==> src/rtl/core/cuckoo_filter_engine_defines.svh <==
// Assertion macros used by the back end of the cuckoo filter engine RTL.
`ifndef CUCKOO_FILTER_ENGINE_DEFINES_SVH
`define CUCKOO_FILTER_ENGINE_DEFINES_SVH
`ifndef SYNTH
`define CFE_ASSERT_NEVER(lbl, expr) \
  lbl: assert property (@(posedge clk) disable iff (rst) !(expr)) \
    else $error("cfe assertion failed");
`define CFE_ASSERT_IMPLY(lbl, ante, cons) \
  lbl: assert property (@(posedge clk) disable iff (rst) (ante) |-> (cons)) \
    else $error("cfe assertion failed");
`define CFE_ASSERT_NEXT(lbl, ante, cons) \
  lbl: assert property (@(posedge clk) disable iff (rst) (ante) |=> (cons)) \
    else $error("cfe assertion failed");
`else
`define CFE_ASSERT_NEVER(lbl, expr)
`define CFE_ASSERT_IMPLY(lbl, ante, cons)
`define CFE_ASSERT_NEXT(lbl, ante, cons)
`endif
`endif

==> src/rtl/core/cfe_pkg.sv <==
// Constants, types and helpers of the cuckoo filter engine.
package cfe_pkg;
  localparam int BUCKETS    = 1024;
  localparam int SLOTS      = 4;
  localparam int FP_BITS    = 16;
  localparam int KICK_DEPTH = 512;

  localparam int BUCKET_W = $clog2(BUCKETS);
  localparam int SLOT_W   = $clog2(SLOTS);
  localparam int ROW_W    = SLOTS * FP_BITS;
  localparam int UNDO_AW  = $clog2(KICK_DEPTH);
  localparam int UNDO_W   = BUCKET_W + SLOT_W + FP_BITS;
  localparam int KCNT_W   = $clog2(KICK_DEPTH + 1);
  localparam int CFG_W    = 10;
  localparam int CNT_W    = 13;
  localparam int HASH_W   = 64;

  localparam logic [CFG_W-1:0] KICK_RESET = CFG_W'(500);

  localparam logic [63:0] GOLDEN   = 64'h9e3779b97f4a7c15;
  localparam logic [63:0] MIX_C1   = 64'hbf58476d1ce4e5b9;
  localparam logic [63:0] MIX_C2   = 64'h94d049bb133111eb;
  localparam logic [63:0] RNG_SEED = 64'hD1B54A32D192ED03;

  localparam int TABLE_ENTRIES = BUCKETS * SLOTS;
  localparam int FILL_CAP      = (TABLE_ENTRIES / 100) * 95 + ((TABLE_ENTRIES % 100) * 95) / 100;

  localparam logic KIND_INSERT = 1'b0;
  localparam logic KIND_LOOKUP = 1'b1;

  localparam logic [1:0] FAIL_NONE = 2'd0;
  localparam logic [1:0] FAIL_LOAD = 2'd1;
  localparam logic [1:0] FAIL_KICK = 2'd2;

  typedef struct packed {
    logic                kind;
    logic [FP_BITS-1:0]  fp;
    logic [BUCKET_W-1:0] b1;
  } item_t;

  typedef struct packed {
    logic [BUCKET_W-1:0] bucket;
    logic [SLOT_W-1:0]   slot;
    logic [FP_BITS-1:0]  old_fp;
  } undo_t;

  // Elaboration-time mixer, used only for the generator's reset value.
  function automatic logic [63:0] mix64_c(input logic [63:0] v_in);
    logic [63:0] v;
    v = v_in + GOLDEN;
    v = (v ^ (v >> 30)) * MIX_C1;
    v = (v ^ (v >> 27)) * MIX_C2;
    return v ^ (v >> 31);
  endfunction

  localparam logic [63:0] RNG_INIT = mix64_c(64'(BUCKETS) ^ RNG_SEED);
endpackage

==> src/rtl/core/cfe_front.sv <==
// Front end: takes words, derives fingerprint and primary bucket, queues them.
module cfe_front (
  input  logic                        clk,
  input  logic                        rst,
  input  logic                        push,
  output logic                        full,
  input  logic                        kind,
  input  logic [cfe_pkg::HASH_W-1:0]  item_hash,
  output logic                        q_valid,
  output cfe_pkg::item_t              q_item,
  input  logic                        q_pop
);
  import cfe_pkg::*;

  item_t              slots_q [2];
  logic               wr_ptr;
  logic               rd_ptr;
  logic [1:0]         fill;
  logic [FP_BITS-1:0] top;
  item_t              cls;
  logic               do_push;
  logic               do_pop;

  assign top     = item_hash[HASH_W-1 -: FP_BITS];
  assign cls.kind = kind;
  assign cls.fp   = (top == {FP_BITS{1'b1}}) ? FP_BITS'(1) : top + FP_BITS'(1);
  assign cls.b1   = item_hash[BUCKET_W-1:0];

  assign full    = (fill == 2'd2);
  assign q_valid = (fill != 2'd0);
  assign q_item  = slots_q[rd_ptr];
  assign do_push = push && !full;
  assign do_pop  = q_pop && q_valid;

  always_ff @(posedge clk) begin
    if (rst) begin
      wr_ptr <= 1'b0;
      rd_ptr <= 1'b0;
      fill   <= '0;
    end else begin
      if (do_push) begin
        slots_q[wr_ptr] <= cls;
        wr_ptr <= !wr_ptr;
      end
      if (do_pop) begin
        rd_ptr <= !rd_ptr;
      end
      fill <= fill + 2'(do_push) - 2'(do_pop);
    end
  end
endmodule

==> config.mk <==
export PLATFORM = sky130hd
export DESIGN_NAME = cfe_front
export DESIGN_NICKNAME = d
export VERILOG_FILES = /design/src/rtl/core/cuckoo_filter_engine_defines.svh /design/src/rtl/core/cfe_pkg.sv /design/src/rtl/core/cfe_front.sv
export SDC_FILE = /design/constraint.sdc
export NUM_CORES = 1
export LEC_CHECK = 0
export BUFFER_PORTS_ARGS = -buffer_cell sky130_fd_sc_hd__buf_2
export CORE_UTILIZATION = 43
export DETAILED_ROUTE_END_ITERATION = 8
export PLACE_DENSITY = 0.75
export SYNTH_ARGS = -nofsm -noshare
export SYNTH_HDL_FRONTEND = slang
export SYNTH_SLANG_ARGS = --single-unit
==> constraint.sdc <==
create_clock -name clk -period 3.2 [get_ports clk]
set_input_delay 0.64 -clock clk [delete_from_list [all_inputs] [get_ports clk]]
set_output_delay 0.64 -clock clk [all_outputs]
set_load 0.1 [all_outputs]
==> flow_metrics.py <==
metrics = {
    "status": {
        "status": "completed",
    },
    "cts": {
        "ctsHoldBuffers": 0,
        "clockBufferDepth": 2,
        "cts_tree": "yes",
        "cts-root-buf": "clkbuf_8",
        "clock_latency_ns": 0.32,
        "htreeDepth": 3,
        "cts_made_buffers": 9,
        "cts_setup_buffers": 0,
        "cts_sinks": 59,
        "clk_pin_slew_ns": 0.06,
        "cts_resized": 0,
    },
    "yosys": {
        "yosys_warnings": 0,
        "synth.cell_area_um2": 2480,
        "synth_cells": 159,
        "syn_nets": 231,
        "ys.flop_type": "edfxtp_1",
        "synth_edf_count": 54,
        "synth_cell_types": 26,
        "synth_top_area_share_pct": 65.3,
        "async_flop_share_pct": 0,
        "ys_seq_area_share_pct": 69.3,
        "post_synth.cell_area_avg_um2": 15.6,
        "synth.area.top_cells": "edfxtp_1, mux2_2, dfxtp_1, xor2_1, xnor2_1",
        "yosys.area.top_type": "edfxtp_1",
        "yosys_register_bits": 59,
    },
    "floorplan": {
        "coreArea_um2": 5540,
        "initial_core_util_pct": 44.8,
        "die_w_um": 78,
        "fp.dieArea_um2": 6080,
        "io_pins": 98,
        "die-height_um": 78,
        "rows": 27,
    },
    "setup_path": {
        "crit_arrival_ns": 1.84,
        "path_cells": "buf_12, mux2_2, buf_2",
        "required_ns": 2.56,
        "end_kind": "output pin",
        "max_stage_delay_ns": 0.64,
        "cp_slowest_cell": "dfxtp_1",
        "path_max_fanout": 17,
        "worstSetupPathType": "reg2out",
        "start_kind": "flip-flop",
        "path_buf_inv": 2,
        "critical_path.top_delay_family": "flip-flops",
    },
    "final_layout": {
        "n_antenna_cell": 0,
        "layout_common_cells": "buf_2, edfxtp_1, mux2_2, nor2_1, clkbuf_8",
        "multi_input_area_um2": 749,
        "seqCellArea_um2": 1720,
        "final_nets": 301,
        "final_cell_count_no_fill": 306,
        "drive_above_1_share_pct": 46.2,
        "fillers": 477,
        "area_growth_pct": 25.5,
        "final_common_cell": "buf_2",
    },
    "min_path": {
        "hold_path_class": "in2reg",
    },
    "sta": {
        "rsz0062_at_grt": "false",
        "setup_viol": 0,
        "maxSlewHeadroom_pct": 48.7,
        "tightest_slew_ns": 0.762,
        "period_share_pct": 77.5,
        "fmax_mhz": 403,
        "finalSetupTns_ns": 0,
        "finClkSkew_ns": 0.00639,
        "hold_violations": 0,
        "slew_violations": 0,
        "finalCriticalPeriod_ns": 2.48,
    },
    "drt": {
        "num_vias": 1483,
        "wl_per_cell_um": 13.1,
        "finalWirelength_um": 4020,
        "first_iter_violations": 67,
        "ant_nets": 0,
        "vias_per_cell": 4.85,
        "drc_errors": 0,
        "drtPass1Iterations": 4,
    },
    "job": {
        "max_cap_violations": 0,
    },
    "grt": {
        "grt_first_pass_wirelength_um": 6620,
        "grt_max_degree": 18,
        "antenna_found_initial": 0,
        "grt_pass1_vias": 1498,
        "overflow": 0,
        "grtUsageTotal_pct": 14.8,
    },
    "power_and_ir_drop": {
        "power_density_nw_per_um2": 914,
        "peakVddDrop_v": 0.000479,
        "leakage_nw": 1.18,
    },
    "placement": {
        "portBuffers": 59,
        "hpwl_um": 2970,
        "gp_congestion": 0.770,
        "dp_cells": 290,
    },
}
registers in the layout, indices dropped and copies added, names as in the netlist, named ones only:
name and count:
slots_q 54, fill 2, rd_ptr 1, wr_ptr 1
metrics by stage:
stage          instance area (µm²)  setup WS (ns)  total power (W)  utilization (%)  hold slack [ns]
6_report                      3120          0.719          0.00285             56.3            0.503
5_1_grt                       3120          0.610          0.00296             56.3            0.485
4_1_cts                       3120          0.660          0.00288             56.3            0.486
3_5_place_dp                  2920          0.823          0.00222             52.7            0.498
3_3_place_gp                  2920          0.878          0.00221             52.7            0.496
2_1_floorplan                 2490         0.0232          0.00203                -            0.481
synth_stat cells (all sizes together), types with 3 or more instances:
cell type / n
nor2: 15
mux2: 27
nand2: 5
buf: 3
nand4: 3
ha: 3
dfxtp: 5
xor2: 9
nand3: 6
and3: 4
xnor2: 8
edfxtp: 54
worst paths after layout:
check / startpoint / end / slack (ns) / cells past startpoint
setup / recovery: flip-flop / q_item[15] / 0.72 / 3
hold / removal: item_hash[1] / slots_q[0][1] / 0.50 / 1
setup reg to reg: fill[1] / fill[1] / 1.19 / 8
hold reg to reg: rd_ptr / flip-flop / 0.51 / 2
kinds of logic (layout without fill, tap and decap cells):
kind of cell               Yosys count  in the layout  synth area share, %
buffers and inverters                6             81                 1.16
adders and majority gates            3              3                 1.51
xor gates and xnor gates            17             17                 6.00
DFF                                 59             59                 69.3
muxes                               27             27                 12.2
and+or+nand+nor                     44             44                 9.17
AOI/OAI and AO/OA                    3              3                0.604
final cells by class:
| cell class | count | share of cell area, % |
|---|---|---|
| sequential | 59 | 55.2 |
| multi-input combinational | 94 | 24.0 |
| timing repair buffer | 63 | 11.2 |
| clock buffer | 14 | 5.22 |
| tap | 72 | 2.89 |
| clock inverter | 2 | 1.12 |
| inverter | 2 | 0.241 |
routing by layer:
metal | vias to the layer above | global-route usage, % | share of wire [%]
li1 | 728 | - | -
met1 | 709 | 15.8 | 40
met2 | 39 | 25.8 | 52
met3 | 7 | 4.35 | 6.0
met4 | 0 | 9.07 | 1.9
met5 | - | 0 | 0
where the power goes:
| part | internal [W] | leakage (nW) | switching [W] | total (W) |
|---|---|---|---|---|
| Clock | 0.000402 | 0.101 | 0.000252 | 0.000654 |
| Sequential | 0.000934 | 0.536 | 0.0000429 | 0.000977 |
| Combinational | 0.000261 | 0.542 | 0.000958 | 0.00122 |
| Total | 0.00160 | 1.18 | 0.00125 | 0.00285 |
Power figures use the tool's default switching activity.
